==> src/sv/tcgr_pkg.sv <==
`default_nettype none

package tcgr_pkg;

   localparam int unsigned CODE_W  = 8;
   localparam int unsigned COORD_W = 12;
   localparam int unsigned CSR_W   = 13;
   localparam int unsigned COL_W   = 9;
   localparam int unsigned ROW_W   = 8;

   localparam logic [1:0] CSR_ENABLE = 2'd0;
   localparam logic [1:0] CSR_WIDTH  = 2'd1;
   localparam logic [1:0] CSR_HEIGHT = 2'd2;

   localparam logic [CSR_W-1:0] WIDTH_RESET  = 13'd640;
   localparam logic [CSR_W-1:0] HEIGHT_RESET = 13'd480;

   localparam logic [7:0] CHAR_LF    = 8'd10;
   localparam logic [7:0] CHAR_CR    = 8'd13;
   localparam logic [7:0] CHAR_SPACE = 8'd32;
   localparam logic [7:0] CHAR_ONE   = 8'd49;
   localparam logic [7:0] CHAR_A     = 8'd65;
   localparam logic [7:0] CHAR_F     = 8'd70;
   localparam logic [7:0] CHAR_DEL   = 8'd127;

   localparam logic [9:0] COL_CAP = 10'd512;
   localparam logic [8:0] ROW_CAP = 9'd256;

   typedef enum logic [2:0] {
      GLYPH_BLANK,
      GLYPH_BOX,
      GLYPH_ONE,
      GLYPH_A,
      GLYPH_F
   } glyph_type;

   typedef struct packed {
      logic [CODE_W-1:0] char_code;
      logic              end_of_string;
   } req_type;

   typedef struct packed {
      logic [COORD_W-1:0] pixel_x;
      logic [COORD_W-1:0] pixel_y;
      logic [7:0]         row_bits;
      logic               present_frame;
      logic               last_of_run;
   } rsp_type;

   localparam logic [7:0] FONT_BOX_C [16] = '{
      8'h00, 8'h00, 8'h7e, 8'h42, 8'h42, 8'h42, 8'h42, 8'h42,
      8'h42, 8'h42, 8'h42, 8'h7e, 8'h00, 8'h00, 8'h00, 8'h00};
   localparam logic [7:0] FONT_ONE_C [16] = '{
      8'h00, 8'h00, 8'h08, 8'h18, 8'h28, 8'h08, 8'h08, 8'h08,
      8'h08, 8'h08, 8'h08, 8'h3e, 8'h00, 8'h00, 8'h00, 8'h00};
   localparam logic [7:0] FONT_A_C [16] = '{
      8'h00, 8'h00, 8'h18, 8'h24, 8'h24, 8'h42, 8'h42, 8'h7e,
      8'h42, 8'h42, 8'h42, 8'h42, 8'h00, 8'h00, 8'h00, 8'h00};
   localparam logic [7:0] FONT_F_C [16] = '{
      8'h00, 8'h00, 8'h7e, 8'h40, 8'h40, 8'h40, 8'h7c, 8'h40,
      8'h40, 8'h40, 8'h40, 8'h40, 8'h00, 8'h00, 8'h00, 8'h00};

   function automatic glyph_type pick_glyph(input logic [7:0] code);
      glyph_type g;
      if (code > CHAR_DEL) begin
         g = GLYPH_BOX;
      end else if (code == CHAR_ONE) begin
         g = GLYPH_ONE;
      end else if (code == CHAR_A) begin
         g = GLYPH_A;
      end else if (code == CHAR_F) begin
         g = GLYPH_F;
      end else if (code > CHAR_SPACE && code < CHAR_DEL) begin
         g = GLYPH_BOX;
      end else begin
         g = GLYPH_BLANK;
      end
      return g;
   endfunction

   function automatic logic [7:0] glyph_row(input glyph_type g, input logic [3:0] r);
      logic [7:0] bits;
      case (g)
         GLYPH_BOX: bits = FONT_BOX_C[r];
         GLYPH_ONE: bits = FONT_ONE_C[r];
         GLYPH_A:   bits = FONT_A_C[r];
         GLYPH_F:   bits = FONT_F_C[r];
         default:   bits = 8'h00;
      endcase
      return bits;
   endfunction

endpackage

`default_nettype wire

==> src/sv/text_console_glyph_renderer.sv <==
// pipeline: job registers, font rom read stage, output register
// throughput: one result beat per cycle unless the output stalls; a drawn character gives
//   16 beats, plus one present beat when it ends a string; the next character is taken
//   as its last beat leaves; the row counter walks the font rom one glyph row per cycle
// characters that give no beat are taken one per cycle while no job is busy
// reset (synchronous): cursor to column 0 row 0, enable 0, width 640, height 480, no beats
`default_nettype none

module text_console_glyph_renderer #(
   parameter int unsigned MAX_DISPLAY_WIDTH  = 4096,
   parameter int unsigned MAX_DISPLAY_HEIGHT = 4096
) (
   input  wire logic                    clock,
   input  wire logic                    reset,
   input  wire logic                    req_valid,
   output      logic                    req_ready,
   input  wire tcgr_pkg::req_type       req_data,
   output      logic                    rsp_valid,
   input  wire logic                    rsp_ready,
   output      tcgr_pkg::rsp_type       rsp_data,
   input  wire logic                    csr_we,
   input  wire logic [1:0]              csr_index,
   input  wire logic [tcgr_pkg::CSR_W-1:0] csr_wdata
);
   import tcgr_pkg::*;

   localparam logic [13:0] MAX_W = 14'(MAX_DISPLAY_WIDTH);
   localparam logic [13:0] MAX_H = 14'(MAX_DISPLAY_HEIGHT);

   logic               enable_ff;
   logic [CSR_W-1:0]   width_ff;
   logic [CSR_W-1:0]   height_ff;
   logic [COL_W-1:0]   cur_col_ff, cur_col_in;
   logic [ROW_W-1:0]   cur_row_ff, cur_row_in;

   logic               job_busy_ff;
   logic               job_draw_ff;
   logic               job_eos_ff;
   logic [3:0]         job_row_ff;
   logic [COORD_W-1:0] job_x_ff;
   logic [COORD_W-1:0] job_y_ff;
   glyph_type          job_glyph_ff;

   logic               s1_valid_ff;
   logic [COORD_W-1:0] s1_x_ff;
   logic [COORD_W-1:0] s1_y_ff;
   logic [7:0]         s1_bits_ff;
   logic               s1_present_ff;
   logic               s1_last_ff;

   logic               rsp_valid_ff;
   rsp_type            rsp_data_ff;

   // config registers
   always_ff @(posedge clock) begin
      if (reset) begin
         enable_ff <= 1'b0;
         width_ff  <= WIDTH_RESET;
         height_ff <= HEIGHT_RESET;
      end else if (csr_we) begin
         case (csr_index)
            CSR_ENABLE: enable_ff <= csr_wdata[0];
            CSR_WIDTH:  width_ff  <= csr_wdata;
            CSR_HEIGHT: height_ff <= csr_wdata;
            default: ;
         endcase
      end
   end

   // display geometry
   logic [CSR_W-1:0] dw_c, dh_c;
   logic [9:0]       cols;
   logic [8:0]       rows;
   logic             active;

   always_comb begin
      dw_c = ({1'b0, width_ff} > MAX_W) ? MAX_W[CSR_W-1:0] : width_ff;
      dh_c = ({1'b0, height_ff} > MAX_H) ? MAX_H[CSR_W-1:0] : height_ff;
      cols = (dw_c[12:3] > COL_CAP) ? COL_CAP : dw_c[12:3];
      rows = (dh_c[12:4] > ROW_CAP) ? ROW_CAP : dh_c[12:4];
      active = enable_ff && (cols != 10'd0) && (rows != 9'd0);
   end

   // per-character decode at the cursor
   logic             is_cr, is_lf, is_print, fits, draw, job_new;
   logic [COL_W-1:0] col_inc;
   logic [ROW_W-1:0] row_nl;
   logic             wrap;
   logic [13:0]      x_end, y_end;

   always_comb begin
      is_cr    = (req_data.char_code == CHAR_CR);
      is_lf    = (req_data.char_code == CHAR_LF);
      is_print = !is_cr && !is_lf;
      x_end    = {2'b00, cur_col_ff, 3'b000} + 14'd8;
      y_end    = {2'b00, cur_row_ff, 4'b0000} + 14'd16;
      fits     = (x_end <= {1'b0, dw_c}) && (y_end <= {1'b0, dh_c});
      draw     = active && is_print && fits;
      job_new  = draw || (active && req_data.end_of_string);
      col_inc  = cur_col_ff + COL_W'(1);
      wrap     = ({1'b0, col_inc} >= cols) || (col_inc == '0);
      row_nl   = (({1'b0, cur_row_ff} + 9'd1) < rows) ? cur_row_ff + ROW_W'(1) : cur_row_ff;
      cur_col_in = cur_col_ff;
      cur_row_in = cur_row_ff;
      if (active) begin
         if (is_lf) begin
            cur_col_in = '0;
            cur_row_in = row_nl;
         end else if (is_print) begin
            if (wrap) begin
               cur_col_in = '0;
               cur_row_in = row_nl;
            end else begin
               cur_col_in = col_inc;
            end
         end
      end
   end

   // beat generator
   logic adv, beat_final, job_done, req_acc;

   always_comb begin
      adv        = !rsp_valid_ff || rsp_ready;
      beat_final = job_draw_ff ? ((job_row_ff == 4'hf) && !job_eos_ff) : 1'b1;
      job_done   = job_busy_ff && beat_final;
      req_ready  = !job_busy_ff || (adv && job_done);
      req_acc    = req_valid && req_ready;
   end

   always_ff @(posedge clock) begin
      if (reset) begin
         cur_col_ff  <= '0;
         cur_row_ff  <= '0;
         job_busy_ff <= 1'b0;
      end else begin
         if (req_acc) begin
            cur_col_ff  <= cur_col_in;
            cur_row_ff  <= cur_row_in;
            job_busy_ff <= job_new;
         end else if (adv && job_done) begin
            job_busy_ff <= 1'b0;
         end
      end
   end

   always_ff @(posedge clock) begin
      if (req_acc) begin
         job_draw_ff  <= draw;
         job_eos_ff   <= req_data.end_of_string;
         job_row_ff   <= 4'h0;
         job_x_ff     <= {cur_col_ff, 3'b000};
         job_y_ff     <= {cur_row_ff, 4'b0000};
         job_glyph_ff <= pick_glyph(req_data.char_code);
      end else if (adv && job_busy_ff && job_draw_ff) begin
         job_row_ff <= job_row_ff + 4'h1;
         if (job_row_ff == 4'hf) begin
            job_draw_ff <= 1'b0;
         end
      end
   end

   // font rom read stage
   always_ff @(posedge clock) begin
      if (reset) begin
         s1_valid_ff <= 1'b0;
      end else if (adv) begin
         s1_valid_ff <= job_busy_ff;
      end
   end

   always_ff @(posedge clock) begin
      if (adv) begin
         s1_present_ff <= !job_draw_ff;
         s1_last_ff    <= beat_final;
         s1_x_ff       <= job_draw_ff ? job_x_ff : '0;
         s1_y_ff       <= job_draw_ff ? {job_y_ff[COORD_W-1:4], job_row_ff} : '0;
         s1_bits_ff    <= job_draw_ff ? glyph_row(job_glyph_ff, job_row_ff) : 8'h00;
      end
   end

   // output register
   always_ff @(posedge clock) begin
      if (reset) begin
         rsp_valid_ff <= 1'b0;
      end else if (adv) begin
         rsp_valid_ff <= s1_valid_ff;
      end
   end

   always_ff @(posedge clock) begin
      if (adv) begin
         rsp_data_ff.pixel_x       <= s1_x_ff;
         rsp_data_ff.pixel_y       <= s1_y_ff;
         rsp_data_ff.row_bits      <= s1_bits_ff;
         rsp_data_ff.present_frame <= s1_present_ff;
         rsp_data_ff.last_of_run   <= s1_last_ff;
      end
   end

   assign rsp_valid = rsp_valid_ff;
   assign rsp_data  = rsp_data_ff;

`ifndef SYNTHESIS
   a_present_last: assert property (@(posedge clock) disable iff (reset)
      rsp_valid && rsp_data.present_frame |-> rsp_data.last_of_run &&
         rsp_data.pixel_x == '0 && rsp_data.pixel_y == '0 && rsp_data.row_bits == 8'h00)
      else $error("present beat not final or not cleared");

   a_present_phase: assert property (@(posedge clock) disable iff (reset)
      job_busy_ff && !job_draw_ff |-> job_eos_ff)
      else $error("present phase without end of string");

   a_blank_margin: assert property (@(posedge clock) disable iff (reset)
      rsp_valid && !rsp_data.present_frame &&
         (rsp_data.pixel_y[3:0] <= 4'd1 || rsp_data.pixel_y[3:0] >= 4'd12)
         |-> rsp_data.row_bits == 8'h00)
      else $error("glyph row out of step with pixel_y");
`endif

endmodule

`default_nettype wire
==> config.mk <==
export PLATFORM = sky130hd
export DESIGN_NAME = text_console_glyph_renderer
export DESIGN_NICKNAME = d
export VERILOG_FILES = /design/src/sv/tcgr_pkg.sv /design/src/sv/text_console_glyph_renderer.sv
export SDC_FILE = /design/constraint.sdc
export NUM_CORES = 1
export LEC_CHECK = 0
export BUFFER_PORTS_ARGS = -buffer_cell sky130_fd_sc_hd__buf_2
export CAP_MARGIN = 40
export CORE_ASPECT_RATIO = 1.25
export CORE_UTILIZATION = 50
export CTS_BUF_LIST = sky130_fd_sc_hd__clkbuf_4 sky130_fd_sc_hd__clkbuf_8 sky130_fd_sc_hd__clkbuf_16
export CTS_CLUSTER_SIZE = 14
export DETAILED_ROUTE_END_ITERATION = 10
export GPL_ROUTABILITY_DRIVEN = 0
export GPL_TIMING_DRIVEN = 0
export PLACE_DENSITY = 0.71
export SYNTH_ARGS = -nofsm -noshare
export SYNTH_HDL_FRONTEND = slang
export SYNTH_SLANG_ARGS = --single-unit
==> constraint.sdc <==
create_clock -name clock -period 3.75 [get_ports clock]
set_input_delay 0.5625 -clock clock [delete_from_list [all_inputs] [get_ports clock]]
set_output_delay 0.5625 -clock clock [all_outputs]
set_load 0.05 [all_outputs]
==> results.toml <==
[worst_hold_path]
min_path_type = "in -> reg"

[floorplan]
rows = 46
start_util = 0.516
die_w_um = 105
core_region_area_um2 = 12800
ios = 65
die-area_um2 = 13700
die_h_um = 130

[route]
drtPass1Iterations = 7
drt-initial-drc-count = 344
ant_nets = 0
wl_mm = 13.9
dr_wl_met3_um = 547
vias = 5113
wl_met2_mm = 7.26
highest_layer = "met4"
viasPerCell = 5.59
wire_per_inst_um = 15.2
drcViolationCount = 0
met1_length_mm = 5.66

[timing]
period_share = 0.950
holdWs_ns = 0.375
setup_violations = 0
finClkSkew_ns = 0.00528
tightest_slew_ns = 0.660
tns_ns = 0
maxSlewHeadroom = 0.560
fin_crit_ns = 3.56
final_max_slew_viol_count = 0
fmax_mhz = 281
report.final.hold_viol_count = 0

[pwr]
switching_share = 0.236
p_total_mw = 3.43
ir_drop_mv = 0.246
p_leak_nw = 3.39
share_comb_of_total_power = 0.063
clock_power_share = 0.476
p_switching_mw = 0.809
p_seq_frac = 0.460
power.density_nw_per_um2 = 440
power.internal_mw = 2.62

[clocking]
htreeDepth = 4
path_clk_slew_ns = 0.06
cts-root-buf = "clkbuf_16"
ctsHoldBuffers = 0
insertion_delay_ns = 0.42
cts_tree = "yes"
clk_path_buf_depth = 2
cts_sinks = 131
numCtsBuffers = 17

[global_routing]
grt_pass1_vias = 4886
grt_pass1_wl_mm = 22.8
globalRouteOverflowTotal = 0
grt_max_degree = 39
antenna_found_initial = 0
grt_usage = 0.214

[run_status]
status = "finished clean"

[cells_and_area]
instances_no_fill = 915
multi_input_comb_area_um2 = 2960
drive_above_1_share = 0.166
final_core_util = 0.609
fillCellCount = 1066
ff_latch_area_um2 = 3420
area_delta_synth_final_pct = 18.0
layout.nets = 807
diodes = 0

[yosys]
yosysSeqAreaShare = 0.519
synthTopCellsByCount = "nand2_1 (113), edfxtp_1 (80), dfxtp_1 (51), ha_1 (44), nor2_1 (43)"
synth-edff-count = 80
ys.flop_type = "edfxtp_1"
async_reset_ff_frac = 0
avgSynthCellArea_um2 = 10.2
netlist_area_um2 = 6600
synth_cells = 648
synth_cell_type_count = 68
ys_top_cells_by_area = "edfxtp_1 (36%), dfxtp_1 (15%), ha_1 (8.3%)"
yosysTopAreaCell = "edfxtp_1"
synth_seq_cells = 131
yosysWarnings = 0
yosysMostFrequentCell = "nand2_1"
synthDominantCellAreaShare = 0.364

[critical_path]
worst_setup_path_start_kind = "flop"
required_ns = 4.06
cp-end-kind = "flop"
critPathKind = "reg -> reg"
critPathMaxFanout = 6
crit_arrival_ns = 3.87

[place]
hpwl_mm = 10.1
port_buffers = 59
placed_cells = 881

[job]
cap_violations = 0
timing repair:
action | 4_1_cts | 5_1_grt
endpoints found under the hold margin | 0 | 0
setup endpoints to repair | 2 | 14
resized for setup | 2 | 5
setup buffers | 0 | 2
worst max-delay path, cell delays in order (launching register included):
cell	delay [ns]
dfxtp_1	0.45
ha_1	0.26
nand3_1	0.17
or2_2	0.38
xnor2_1	0.26
ha_1	0.32
a211oi_2	0.24
a21oi_1	0.12
a211oi_2	0.35
or3b_1	0.38
a21oi_1	0.17
mux2_1	0.34
cells by family after synthesis:
logic type               Yosys count  share of synthesized area
buffers and inverters             55                     0.0366
XOR/XNOR                          17                     0.0226
AO/OA/AOI/OAI                    106                      0.108
other                              1                   0.000568
AND/OR/NAND/NOR                  284                      0.213
adder cells (fa/ha/maj)           44                     0.0834
multiplexers                      10                     0.0165
flip-flops                       131                      0.519
placed cells by master (no fill, tap or decap), types with 4 or more instances in the layout:
cell type / synthesis / layout
a211oi_1: 9 / 7
a21o_1: 11 / 11
a21oi_1: 40 / 40
and2_1: 18 / 18
and3_1: 11 / 11
buf_2: 4 / 63
buf_4: 6 / 8
clkbuf_1: 18 / 17
clkbuf_16: 0 / 17
clkinv_4: 0 / 4
conb_1: 1 / 5
dfxtp_1: 51 / 50
edfxtp_1: 80 / 80
ha_1: 44 / 44
inv_1: 20 / 19
mux2_1: 7 / 7
nand2_1: 113 / 113
nand2b_1: 4 / 4
nand3_1: 31 / 31
nand3b_1: 5 / 5
nand4_1: 11 / 11
nor2_1: 43 / 43
nor2b_1: 11 / 11
nor3_1: 9 / 9
nor4_1: 6 / 6
o211ai_1: 6 / 6
o21ai_0: 9 / 9
xnor2_1: 11 / 11
xor2_1: 6 / 6
per-stage QoR:
step	instance area, um^2	setup slack (ns)
after floorplan	6610	0.564
after global placement	7120	0.0797
after detailed placement	7170	-0.0627
after CTS	7760	0.0781
after global routing	7790	-0.00854
final	7790	0.186
metal layers:
layer / vias to the layer above / global-route usage
met5: - / 0
met4: 0 / 0.111
met3: 40 / 0.0397
met2: 170 / 0.400
met1: 2403 / 0.232
li1: 2500 / -
area by class of cell:
class	instances	area share
Tap cell	168	0.0270
Clock inverter	14	0.0198
Inverter	23	0.0111
Multi-Input combinational cell	466	0.381
Timing Repair Buffer	63	0.0460
Buffer	32	0.0201
Sequential cell	131	0.440
Clock buffer	18	0.0556
power groups by stage:
stage	clock network [mW]	logic, mW	registers [mW]
5_1_grt	1.71	0.238	1.58
2_1_floorplan	0	0.110	1.64
4_1_cts	1.65	0.216	1.58
3_5_place_dp	0	0.214	1.61
3_3_place_gp	0	0.203	1.61
6_report	1.63	0.217	1.58
registers in the layout, indices dropped and copies added (netlist names), 4 cells and up:
signal	flops
cur_col_ff	9
job_row_ff	4
s1_x_ff	9
height_ff	13
rsp_data	29
s1_bits_ff	6
job_x_ff	9
job_y_ff	8
width_ff	13
s1_y_ff	12
cur_row_ff	8
worst paths after layout:
kind,from,endpoint,slack [ns],cells past startpoint
worst max-delay path,cur_row_ff[0]$_SDFFE_PP0P_,cur_row_ff[7]$_SDFFE_PP0P_,0.19,11
worst max register to register,cur_row_ff[0]$_SDFFE_PP0P_,cur_row_ff[7]$_SDFFE_PP0P_,0.19,11
worst min-delay path,req_data[0],job_eos_ff$_DFFE_PP_,0.37,1
worst min register to register,s1_bits_ff[1]$_SDFFCE_PN0N_,rsp_data[3]$_DFFE_PN_,0.42,0
Power figures use the tool's default switching activity.
